$ cat config.mk
export PLATFORM = sky130hd
export DESIGN_NAME = ips_patch_stream_parser_top
export DESIGN_NICKNAME = d
export VERILOG_FILES = /design/src/rtl/ipsp_pkg.sv /design/src/rtl/ips_patch_stream_parser_top.sv /design/src/rtl/ipsp_parser.sv /design/src/rtl/ipsp_out_reg.sv
export SDC_FILE = /design/constraint.sdc
export NUM_CORES = 1
export LEC_CHECK = 0
export BUFFER_PORTS_ARGS = -buffer_cell sky130_fd_sc_hd__buf_2
export CAP_MARGIN = 30
export CORE_MARGIN = 2
export CORE_UTILIZATION = 60
export CTS_BUF_LIST = sky130_fd_sc_hd__clkbuf_16
export CTS_CLUSTER_SIZE = 10
export DETAILED_ROUTE_END_ITERATION = 8
export GPL_ROUTABILITY_DRIVEN = 0
export PLACE_DENSITY = 0.78
export SLEW_MARGIN = 20
export SYNTH_ARGS = -nofsm -noshare
export SYNTH_HDL_FRONTEND = slang
export SYNTH_HIERARCHICAL = 1
export SYNTH_SLANG_ARGS = --single-unit
export TNS_END_PERCENT = 50
$ cat constraint.sdc
create_clock -name clk -period 8.3 [get_ports clk]
set_clock_uncertainty 0.1 [all_clocks]
set_input_delay 0 -clock clk [delete_from_list [all_inputs] [get_ports clk]]
set_output_delay 0 -clock clk [all_outputs]
set_load 0.01 [all_outputs]
$ cat src/rtl/ipsp_pkg.sv
// ----------------------------------------------------------------------------
// ipsp_pkg
// Shared types and constants for the IPS patch stream parser.
// ----------------------------------------------------------------------------
`default_nettype none

package ipsp_pkg;

  // Result kinds
  localparam logic [1:0] KIND_WRITE  = 2'd0;
  localparam logic [1:0] KIND_FILL   = 2'd1;
  localparam logic [1:0] KIND_END    = 2'd2;
  localparam logic [1:0] KIND_BADHDR = 2'd3;

  localparam int ADDR_W = 25;
  localparam int LEN_W  = 16;
  localparam int OFS_W  = 24;

  // Offset value that ends the stream ("EOF")
  localparam logic [OFS_W-1:0] EOF_MARK = 24'h454F46;
  localparam int               HDR_LEN  = 5;

  // One result word from the parser
  typedef struct packed {
    logic              valid;
    logic [1:0]        kind;
    logic [ADDR_W-1:0] addr;
    logic [LEN_W-1:0]  len;
    logic [7:0]        value;
  } ipsp_result_t;

  // Expected header text "PATCH"
  function automatic logic [7:0] hdr_char(input logic [2:0] idx);
    logic [7:0] c;
    case (idx)
      3'd0:    c = 8'h50;  // P
      3'd1:    c = 8'h41;  // A
      3'd2:    c = 8'h54;  // T
      3'd3:    c = 8'h43;  // C
      3'd4:    c = 8'h48;  // H
      default: c = 8'h00;
    endcase
    return c;
  endfunction

endpackage

`default_nettype wire

$ cat src/rtl/ips_patch_stream_parser_top.sv
// ----------------------------------------------------------------------------
// ips_patch_stream_parser_top
// IPS patch stream parser: bytes in, write and fill commands and status words out.
// ----------------------------------------------------------------------------
// Accepts one patch byte per cycle while in_stall is low. The byte is
// captured in an input register and decoded there against the parser state,
// and any command then lands in the result register, where the command word
// is held while out_stall is high. The input register and the result
// register set this one-word-per-cycle rate while out_stall is low; a byte
// that yields no command simply updates the parser state. After an end
// marker or a bad header word all further bytes are accepted and dropped.
// There is no start-up sweep: the block is ready right after reset.
// ----------------------------------------------------------------------------
`default_nettype none

module ips_patch_stream_parser_top import ipsp_pkg::*; (
  input  wire logic              clk,
  input  wire logic              rst,
  input  wire logic              in_valid,
  output logic                   in_stall,
  input  wire logic [7:0]        patch_byte,
  output logic                   out_valid,
  input  wire logic              out_stall,
  output logic [1:0]             kind,
  output logic [ADDR_W-1:0]      target_address,
  output logic [LEN_W-1:0]       run_length,
  output logic [7:0]             fill_value
);

  logic         s1_valid;
  logic [7:0]   s1_byte;
  logic         out_free;
  logic         step;
  ipsp_result_t res;

  // Input register
  assign step     = s1_valid && out_free;
  assign in_stall = s1_valid && !out_free;

  always_ff @(posedge clk) begin
    if (rst) begin
      s1_valid <= 1'b0;
    end else if (!in_stall) begin
      s1_valid <= in_valid;
    end
  end

  always_ff @(posedge clk) begin
    if (in_valid && !in_stall) begin
      s1_byte <= patch_byte;
    end
  end

  ipsp_parser u_parser (
    .clk     (clk),
    .rst     (rst),
    .step    (step),
    .byte_in (s1_byte),
    .res     (res)
  );

  ipsp_out_reg u_out (
    .clk            (clk),
    .rst            (rst),
    .res            (res),
    .stall          (out_stall),
    .free           (out_free),
    .valid          (out_valid),
    .kind           (kind),
    .target_address (target_address),
    .run_length     (run_length),
    .fill_value     (fill_value)
  );

  // Checks
  a_reset_clears: assert property (@(posedge clk) rst |=> !out_valid && !s1_valid)
    else $error("output or input register valid after reset");

  a_stall_only_full: assert property (@(posedge clk) disable iff (rst)
    in_stall |-> s1_valid && out_valid)
    else $error("input stalled without a held word");

  a_write_len_one: assert property (@(posedge clk) disable iff (rst)
    out_valid && kind == KIND_WRITE |-> run_length == LEN_W'(1))
    else $error("write word with length other than one");

  a_status_zero: assert property (@(posedge clk) disable iff (rst)
    out_valid && (kind == KIND_END || kind == KIND_BADHDR)
    |-> target_address == '0 && run_length == '0 && fill_value == '0)
    else $error("status word carries payload");

  a_no_silent_drop: assert property (@(posedge clk) disable iff (rst)
    out_valid && out_stall |=> out_valid)
    else $error("held result lost while stalled");

endmodule

`default_nettype wire

$ cat src/rtl/ipsp_parser.sv
// ----------------------------------------------------------------------------
// ipsp_parser
// Record parser state and combinational decode of one patch byte.
// ----------------------------------------------------------------------------
`default_nettype none

module ipsp_parser import ipsp_pkg::*; (
  input  wire logic         clk,
  input  wire logic         rst,
  input  wire logic         step,
  input  wire logic [7:0]   byte_in,
  output ipsp_result_t      res
);

  typedef enum logic [2:0] {
    PH_HEADER,
    PH_OFFSET,
    PH_SIZE,
    PH_DATA,
    PH_RUNCOUNT,
    PH_RUNVALUE,
    PH_ENDED,
    PH_ERROR
  } phase_t;

  phase_t             phase, phase_next;
  logic [LEN_W-1:0]   field_index, field_index_next;
  logic [OFS_W-1:0]   record_offset, record_offset_next;
  logic [LEN_W-1:0]   record_size, record_size_next;
  logic [LEN_W-1:0]   run_count, run_count_next;
  logic [LEN_W-1:0]   idx_inc;

  assign idx_inc = field_index + LEN_W'(1);

  // Next-state and result decode
  always_comb begin
    phase_next         = phase;
    field_index_next   = field_index;
    record_offset_next = record_offset;
    record_size_next   = record_size;
    run_count_next     = run_count;
    res                = '0;

    unique case (phase)
      PH_HEADER: begin
        if (field_index > LEN_W'(HDR_LEN - 1) || byte_in != hdr_char(field_index[2:0])) begin
          phase_next = PH_ERROR;
          res.valid  = 1'b1;
          res.kind   = KIND_BADHDR;
        end else if (field_index == LEN_W'(HDR_LEN - 1)) begin
          phase_next         = PH_OFFSET;
          field_index_next   = '0;
          record_offset_next = '0;
        end else begin
          field_index_next = idx_inc;
        end
      end
      PH_OFFSET: begin
        record_offset_next = {record_offset[OFS_W-9:0], byte_in};
        field_index_next   = idx_inc;
        if (field_index >= LEN_W'(2)) begin
          field_index_next = '0;
          if (record_offset_next == EOF_MARK) begin
            phase_next = PH_ENDED;
            res.valid  = 1'b1;
            res.kind   = KIND_END;
          end else begin
            phase_next       = PH_SIZE;
            record_size_next = '0;
          end
        end
      end
      PH_SIZE: begin
        record_size_next = {record_size[LEN_W-9:0], byte_in};
        field_index_next = idx_inc;
        if (field_index >= LEN_W'(1)) begin
          field_index_next = '0;
          if (record_size_next == '0) begin
            phase_next     = PH_RUNCOUNT;
            run_count_next = '0;
          end else begin
            phase_next = PH_DATA;
          end
        end
      end
      PH_DATA: begin
        res.valid        = 1'b1;
        res.kind         = KIND_WRITE;
        res.addr         = ADDR_W'(record_offset) + ADDR_W'(field_index);
        res.len          = LEN_W'(1);
        res.value        = byte_in;
        field_index_next = idx_inc;
        if (idx_inc >= record_size) begin
          phase_next         = PH_OFFSET;
          field_index_next   = '0;
          record_offset_next = '0;
        end
      end
      PH_RUNCOUNT: begin
        run_count_next   = {run_count[LEN_W-9:0], byte_in};
        field_index_next = idx_inc;
        if (field_index >= LEN_W'(1)) begin
          field_index_next = '0;
          phase_next       = PH_RUNVALUE;
        end
      end
      PH_RUNVALUE: begin
        res.valid          = 1'b1;
        res.kind           = KIND_FILL;
        res.addr           = ADDR_W'(record_offset);
        res.len            = run_count;
        res.value          = byte_in;
        phase_next         = PH_OFFSET;
        field_index_next   = '0;
        record_offset_next = '0;
      end
      default: begin
        // ended or errored: bytes are dropped
      end
    endcase

    if (!step) begin
      res.valid = 1'b0;
    end
  end

  // Parser state
  always_ff @(posedge clk) begin
    if (rst) begin
      phase         <= PH_HEADER;
      field_index   <= '0;
      record_offset <= '0;
      record_size   <= '0;
      run_count     <= '0;
    end else if (step) begin
      phase         <= phase_next;
      field_index   <= field_index_next;
      record_offset <= record_offset_next;
      record_size   <= record_size_next;
      run_count     <= run_count_next;
    end
  end

endmodule

`default_nettype wire

$ cat src/rtl/ipsp_out_reg.sv
// ----------------------------------------------------------------------------
// ipsp_out_reg
// Result register that holds one word until the receiver takes it.
// ----------------------------------------------------------------------------
`default_nettype none

module ipsp_out_reg import ipsp_pkg::*; (
  input  wire logic              clk,
  input  wire logic              rst,
  input  wire ipsp_result_t      res,
  input  wire logic              stall,
  output logic                   free,
  output logic                   valid,
  output logic [1:0]             kind,
  output logic [ADDR_W-1:0]      target_address,
  output logic [LEN_W-1:0]       run_length,
  output logic [7:0]             fill_value
);

  // Room for a new word when empty or when the held word leaves now
  assign free = !valid || !stall;

  // Valid flag
  always_ff @(posedge clk) begin
    if (rst) begin
      valid <= 1'b0;
    end else if (free) begin
      valid <= res.valid;
    end
  end

  // Payload
  always_ff @(posedge clk) begin
    if (free && res.valid) begin
      kind           <= res.kind;
      target_address <= res.addr;
      run_length     <= res.len;
      fill_value     <= res.value;
    end
  end

endmodule

`default_nettype wire
==> impl_metrics.py, run 1 <==
metrics = {
    "synth": {
        "yosysSeqAreaShare_pct": 44.3,
        "synth_cells": 759,
        "syn_area_per_cell_sq_um": 9.85,
        "syn-cell-area_sq_um": 7480,
        "ys_warn_count": 6,
        "ys.flop_type": "dfxtp_1",
        "ys_seq_elements": 136,
        "synth.distinct_cells": 76,
        "postSynth.asyncResetShare_pct": 0,
        "synth_nets": 810,
        "synth_edf_count": 59,
    },
    "timing": {
        "fmax_mhz": 184,
        "finalCriticalPeriod_ns": 5.42,
        "slew_violations": 0,
        "hold_violations": 0,
        "rsz0062_at_grt": "false",
        "setup_viol": 0,
        "worst_pin_slew_ns": 0.874,
        "setup_tns_ns": 0,
        "finalCritPeriodShare_pct": 65.3,
        "slew_headroom_pct": 41.7,
    },
    "run": {
        "maxCapViolCount": 0,
    },
    "global_route": {
        "grt_pass1_wl_mm": 29.4,
        "antenna_found_initial": 0,
        "grt_max_degree": 55,
        "first_global_vias": 5886,
        "grtUsageTotal_pct": 28.3,
        "grt_overflow": 0,
    },
    "layout": {
        "multi_input_area_sq_um": 3820,
        "seq_area_sq_um": 3310,
        "fin_nets": 868,
        "diodes": 0,
        "fill_cells": 952,
        "drive_above_1_share_pct": 19.2,
        "syn2layout_area_growth_pct": 14.0,
    },
    "clock_network": {
        "cts-buffers-inserted": 17,
        "clkTransAtPathRegs_ns": 0.06,
        "ctsResizeCount": 0,
        "cts_buffer_depth": 2,
        "worst_skew_pair.late_latency_ns": 0.43,
        "htreeDepth": 4,
        "cts_setup_buffers": 0,
        "cts_hold_buf": 11,
        "root_buffer": "clkbuf_16",
        "cts_tree": "done",
        "clkSinkCount": 136,
    },
    "routing": {
        "first_iter_violations": 786,
        "drt_wl_total_mm": 17.9,
        "antenna_left": 0,
        "drc": 0,
        "num_vias": 6197,
        "post_drt_via_cell_ratio": 6.21,
        "route.detailed.wl_per_inst_um": 17.9,
        "first_pass_iters": 5,
    },
    "pwr": {
        "p_total_mw": 1.80,
        "power_density_nw_per_um2": 211,
        "irDropWorstVdd_mv": 0.172,
        "p_leak_nw": 3.11,
    },
    "floorplanning": {
        "die_h_um": 116,
        "initial_core_util_pct": 61.7,
        "ioPinCount": 65,
        "die_area_sq_um": 13400,
        "row_count": 40,
        "core_sq_um": 12100,
        "dieWidth_um": 116,
    },
    "critical_path": {
        "critical_path_arrival_ns": 5.65,
        "cp_max_fo": 14,
        "worst-endpoint-required_ns": 8.53,
        "worstSetupPathType": "reg2reg",
        "cp-end-kind": "flip-flop",
        "r2r_cells": 15,
        "worstSetupStartpointType": "flip-flop",
    },
    "run_status": {
        "status": "finished clean",
    },
    "worst_hold_path": {
        "min_path_cells": 3,
        "worstHoldPathType": "in2reg",
    },
    "placed_design": {
        "port_buffers": 64,
        "place_hpwl_mm": 12.1,
    },
}
power by group:
part	switching (mW)	internal, mW	leakage [nW]	total [mW]
clock	0.295	0.411	0.267	0.706
sequential	0.0371	0.757	1.18	0.794
combinational	0.193	0.106	1.66	0.299
cell families after synthesis:
family                   after synthesis  share of synthesized area, %
flip-flops                           136                          44.3
multiplexers                           2                         0.268
adder cells (fa/ha/maj)               39                          6.63
buffers and inverters                 78                          4.84
AND/OR/NAND/NOR                      274                          21.6
XOR/XNOR                              24                          2.81
AO/OA/AOI/OAI                        206                          19.5
synth_stat cells, types with 3 or more instances:
library cell  number  area share, %
a211oi_1           8           0.80
a21o_1             6           0.60
a21oi_1           47            3.1
a21oi_2           19            2.2
a22o_1            18            2.1
a22oi_1            3           0.30
a31oi_1            7           0.59
a32o_1             3           0.40
and2_1            32            2.7
and3_1             7           0.59
buf_2              7           0.47
buf_6              3           0.45
clkbuf_1          28            1.4
dfxtp_1           77             21
edfxtp_1          59             24
ha_1              38            6.4
inv_1             35            1.8
nand2_1           50            2.5
nand2b_1          49            4.1
nand3_1           41            2.7
nand3_2           20            2.7
nand4_1            9           0.75
nor2_1            20            1.0
nor3_1            13           0.87
nor4_1             8           0.67
o211ai_1           8           0.80
o21ai_0           41            2.7
o21bai_1           3           0.30
o22ai_1            4           0.33
o31a_1             3           0.35
o31ai_1            9           0.90
or4_1              4           0.40
xnor2_1           14            1.6
xor2_1            10            1.2
flip-flops by register name (all words and copies together), names as in the netlist:
| name | flops |
|---|---|
| u_out/kind | 2 |
| u_parser/record_offset | 24 |
| s1_byte | 8 |
| u_out/fill_value | 8 |
| u_parser/field_index | 16 |
| u_parser/record_size | 16 |
| u_parser/phase | 3 |
| u_parser/run_count | 16 |
| u_out/valid | 1 |
| s1_valid | 1 |
| u_out/target_address | 25 |
| u_out/run_length | 16 |
area by class of cell:
class	instances	share of cell area (%)
multi-input combinational	545	44.8
sequential	136	38.9
timing repair buffer	82	5.86
clock buffer	17	4.99
tap	168	2.47
inverter	35	1.54
clock inverter	15	1.45
path summary, 6_finish.rpt:
check | from | endpoint | slack, ns
setup / recovery | u_parser/field_index[2]$_SDFFE_PP0P_ | u_parser/field_index[14]$_SDFFE_PP0P_ | 2.88
hold / removal | rst | u_out/valid$_SDFFE_PP0P_ | 0.10
setup reg to reg | u_parser/field_index[2]$_SDFFE_PP0P_ | u_parser/field_index[14]$_SDFFE_PP0P_ | 2.88
hold reg to reg | u_parser/run_count[10]$_SDFFE_PP0P_ | u_parser/run_count[10]$_SDFFE_PP0P_ | 0.36
worst max-delay path, cell delays in order (launching register included):
cell,delay [ns]
dfxtp_1,0.63
nand3_1,0.17
nor4_1,0.61
and3_1,0.28
and2_1,0.21
nand4_1,0.18
nand2b_1,0.23
nand2_1,0.08
ha_1,0.23
a21oi_1,0.15
o211ai_1,0.15
a2111oi_2,0.47
a311oi_2,0.24
a21oi_1,0.73
nand2_1,0.52
o31ai_1,0.36
stage by stage:
step | util (%) | area (sq um) | worst slack (ns) | instances | hold WS, ns
3_3_place_gp | 64.6 | 7820 | 3.32 | 952 | 0.0769
6_report | 70.4 | 8530 | 2.88 | 998 | 0.102
2_1_floorplan | - | 7480 | 4.37 | 759 | -0.0276
3_5_place_dp | 64.8 | 7850 | 3.04 | 954 | 0.0794
4_1_cts | 70.2 | 8510 | 3.01 | 997 | 0.0973
5_1_grt | 70.4 | 8530 | 2.37 | 998 | 0.135
metal layers:
layer | share of wire [%] | GRT usage (%) | up-vias | wire length [um]
met5 | 0 | 0 | - | 0
met4 | 2.3 | 12.1 | 0 | 411
met3 | 7.1 | 6.01 | 37 | 1260
met2 | 49 | 46.2 | 278 | 8680
met1 | 42 | 36.6 | 2965 | 7550
li1 | - | - | 2917 | -
layout by cell type (no fill, tap or decap), types with 3 or more instances in the layout:
| cell | netlist | routed |
|---|---|---|
| dfxtp_1 | 77 | 77 |
| buf_2 | 7 | 64 |
| edfxtp_1 | 59 | 59 |
| nand2_1 | 50 | 50 |
| nand2b_1 | 49 | 49 |
| a21oi_1 | 47 | 47 |
| nand3_1 | 41 | 41 |
| o21ai_0 | 41 | 41 |
| ha_1 | 38 | 38 |
| inv_1 | 35 | 35 |
| and2_1 | 32 | 31 |
| nand3_2 | 20 | 20 |
| a21oi_2 | 19 | 19 |
| nor2_1 | 20 | 18 |
| a22o_1 | 18 | 18 |
| clkbuf_16 | 0 | 17 |
| xnor2_1 | 14 | 14 |
| nor3_1 | 13 | 13 |
| dlygate4sd3_1 | 0 | 11 |
| xor2_1 | 10 | 10 |
| nand4_1 | 9 | 9 |
| o31ai_1 | 9 | 9 |
| a211oi_1 | 8 | 8 |
| o211ai_1 | 8 | 8 |
| nor4_1 | 8 | 7 |
| and3_1 | 7 | 7 |
| a31oi_1 | 7 | 7 |
| a21o_1 | 6 | 6 |
| inv_6 | 0 | 5 |
| buf_4 | 1 | 5 |
| or4_1 | 4 | 4 |
| o22ai_1 | 4 | 4 |
| clkinv_2 | 0 | 3 |
| clkinv_1 | 0 | 3 |
| o21bai_1 | 3 | 3 |
| nor4_2 | 2 | 3 |
| o31a_1 | 3 | 3 |
| a22oi_1 | 3 | 3 |
| a32o_1 | 3 | 3 |
Note: power is estimated with default switching activity, not from simulation.
==> run 2, diff against run 1 <==
CORE_UTILIZATION = 54   (was 60)
PLACE_DENSITY = 0.74   (was 0.78)
clock period = 4.54 ns   (was 8.3 ns; I/O delays follow)
==> run 2 against run 1 <==
Effect of this change: register-to-register slack got worse by 2.5 ns; via count fell by 0.60%; combinational power rose by 89%; critical path type unchanged; critical endpoint is now u_parser/record_offset[0]$_SDFFE_PP0P_; largest power group unchanged; highest routed layer unchanged.
==> impl_metrics.py, run 2 (same netlist as run 1, synthesis figures left out) <==
metrics = {
    "pwr": {
        "p_int_mw": 2.40,
        "irDropWorstVdd_mv": 0.231,
        "power_density_nw_per_um2": 389,
        "swShare_pct": 28.7,
        "clockPowerShare_pct": 40.1,
        "p_sw_uw": 966,
        "p_total_mw": 3.36,
        "sequentialPowerShare_pct": 43.1,
        "p_leak_nw": 3.18,
        "combPwrFrac_pct": 16.8,
    },
    "global_route": {
        "grt_pass1_wl_mm": 29.6,
        "first_global_vias": 5927,
        "use_met2_pct": 42.8,
        "grt_max_degree": 54,
        "met1_usage_pct": 33.3,
        "busiest_layer": "met2",
        "grt_util_met3_pct": 4.68,
        "antenna_found_initial": 0,
        "grt_overflow": 0,
        "grtUsageTotal_pct": 25.7,
    },
    "layout": {
        "drive_above_1_share_pct": 20.2,
        "syn2layout_area_growth_pct": 15.6,
        "fill_cells": 1103,
        "final_cell_mix": "dfxtp_1, buf_2, edfxtp_1",
        "stdcell_count": 1018,
        "final_common_cell": "dfxtp_1",
        "regMostFlops": "u_out/target_address",
        "multi_input_area_sq_um": 3820,
        "largest_register_ff_count": 25,
        "seq_area_sq_um": 3310,
        "final_area_sq_um": 8640,
        "diodes": 0,
        "fin_nets": 876,
        "top_regs": "u_out/target_address: 25 flops, u_parser/record_offset: 24 flops",
    },
    "clock_network": {
        "clkSinkCount": 136,
        "worst_skew_pair.late_latency_ns": 0.42,
        "clkTransAtPathRegs_ns": 0.06,
        "cts_setup_buffers": 0,
        "root_buffer": "clkbuf_16",
        "cts-buffers-inserted": 17,
        "cts_buffer_depth": 2,
        "htreeDepth": 4,
        "cts_tree": "done",
    },
    "run_status": {
        "status": "finished clean",
    },
    "routing": {
        "first_pass_iters": 7,
        "post_drt_via_cell_ratio": 6.05,
        "drt_wl_total_mm": 18.2,
        "num_vias": 6160,
        "first_iter_violations": 556,
        "antenna_left": 0,
        "route.detailed.wl_per_inst_um": 17.9,
        "drc": 0,
    },
    "critical_path": {
        "worstSetupStartpointType": "flip-flop",
        "path_common_cell": "nand3_1",
        "critical_path_arrival_ns": 4.42,
        "worstPathCellList": "ha_1 -> nand3_1 -> nor4_1 -> and3_1 -> nand3_1 -> xnor2_1 -> ha_1 -> a21oi_1 -> o211ai_1 -> a41oi_1 -> a311oi_1 -> and4_4 -> buf_12 -> nand3_1 -> a21oi_1",
        "worst-endpoint-required_ns": 4.78,
        "worstSetupPathType": "reg2reg",
        "cp-end-kind": "flip-flop",
        "cp_slowest_stage_delay_ns": 0.50,
        "cp_slowest_cell": "a311oi_1",
        "cp_max_fo": 48,
        "r2r_slack_ns": 0.36,
    },
    "timing": {
        "slew_violations": 0,
        "rsz0062_at_grt": "false",
        "fmax_mhz": 239,
        "slew_headroom_pct": 43.7,
        "finalCritPeriodShare_pct": 92.0,
        "setup_viol": 0,
        "hold_violations": 0,
        "setup_tns_ns": 0,
        "finalCriticalPeriod_ns": 4.18,
        "worst_pin_slew_ns": 0.842,
    },
    "placed_design": {
        "place_hpwl_mm": 12.5,
        "port_buffers": 64,
        "dp_cells": 972,
        "dpl_cell_area_sq_um": 7920,
    },
    "floorplanning": {
        "die_area_sq_um": 14800,
        "dieWidth_um": 122,
        "row_count": 43,
        "core_sq_um": 13700,
        "die_h_um": 122,
        "initial_core_util_pct": 54.5,
        "ioPinCount": 65,
    },
    "run": {
        "maxCapViolCount": 0,
    },
    "worst_hold_path": {
        "worstHoldPathType": "in2reg",
    },
}
## run 2: cell types whose count changed in the layout (fill, tap and decap cells not counted), sizes merged
cell	delta
bufinv	+1
inv	+1
buf	+7
clkinvlp	-2
dlygate4sd3	+1
## run 2: power by group through the flow
stage | registers [mW] | logic, mW | clock network, mW
4_1_cts | 1.45 | 0.556 | 1.36
2_1_floorplan | 1.48 | 0.357 | 0
5_1_grt | 1.46 | 0.614 | 1.42
3_5_place_dp | 1.47 | 0.544 | 0
6_report | 1.45 | 0.566 | 1.35
3_3_place_gp | 1.47 | 0.516 | 0
## run 2: through the flow
step	setup slack, ns	utilization [%]	hold slack, ns
after global routing	0.0408	63.0	0.178
after detailed placement	0.274	57.7	0.0781
after floorplan	0.611	-	-0.0276
after CTS	0.240	62.8	0.168
final	0.363	63.0	0.183
after global placement	0.392	57.5	0.0769
## run 2: per-layer routing
| layer | wire [um] | up-vias | part of all wire [%] |
|---|---|---|---|
| met3 | 1120 | 46 | 6.2 |
| met2 | 8800 | 258 | 48 |
| met5 | 0 | - | 0 |
| met4 | 470 | 0 | 2.6 |
| li1 | - | 2922 | - |
| met1 | 7790 | 2934 | 43 |
## run 2: path summary, 6_finish.rpt
path	start	depth (start not counted)	end
min	patch_byte[5]	2	s1_byte[5]$_DFFE_PP_
min reg2reg	u_parser/run_count[11]$_SDFFE_PP0P_	1	u_parser/run_count[11]$_SDFFE_PP0P_
max reg2reg	u_parser/field_index[0]$_SDFFE_PP0P_	15	u_parser/record_offset[0]$_SDFFE_PP0P_
max	u_parser/field_index[0]$_SDFFE_PP0P_	15	u_parser/record_offset[0]$_SDFFE_PP0P_
## run 2: cell type report
cell class	instances	area share [%]
Tap cell	180	2.61
Timing Repair Buffer	90	6.69
Sequential cell	136	38.4
Clock buffer	17	4.92
Multi-Input combinational cell	545	44.2
Inverter	35	1.52
Clock inverter	15	1.72
## run 2: what timing repair did
item                                    CTS  global route
hold buffers                             12             0
endpoints found under the setup margin    0            15
endpoints found under the hold margin    11             0
gates resized for setup                   0             2
## run 2: critical path, delay by kind of cell (launching register included)
kind | cells | cell delay (ns)
and+or+nand+nor | 6 | 1.51
AOI/OAI and AO/OA | 5 | 1.13
DFF | 1 | 0.46
adders and majority gates | 2 | 0.42
xor gates and xnor gates | 1 | 0.23
buffers and inverters | 1 | 0.23
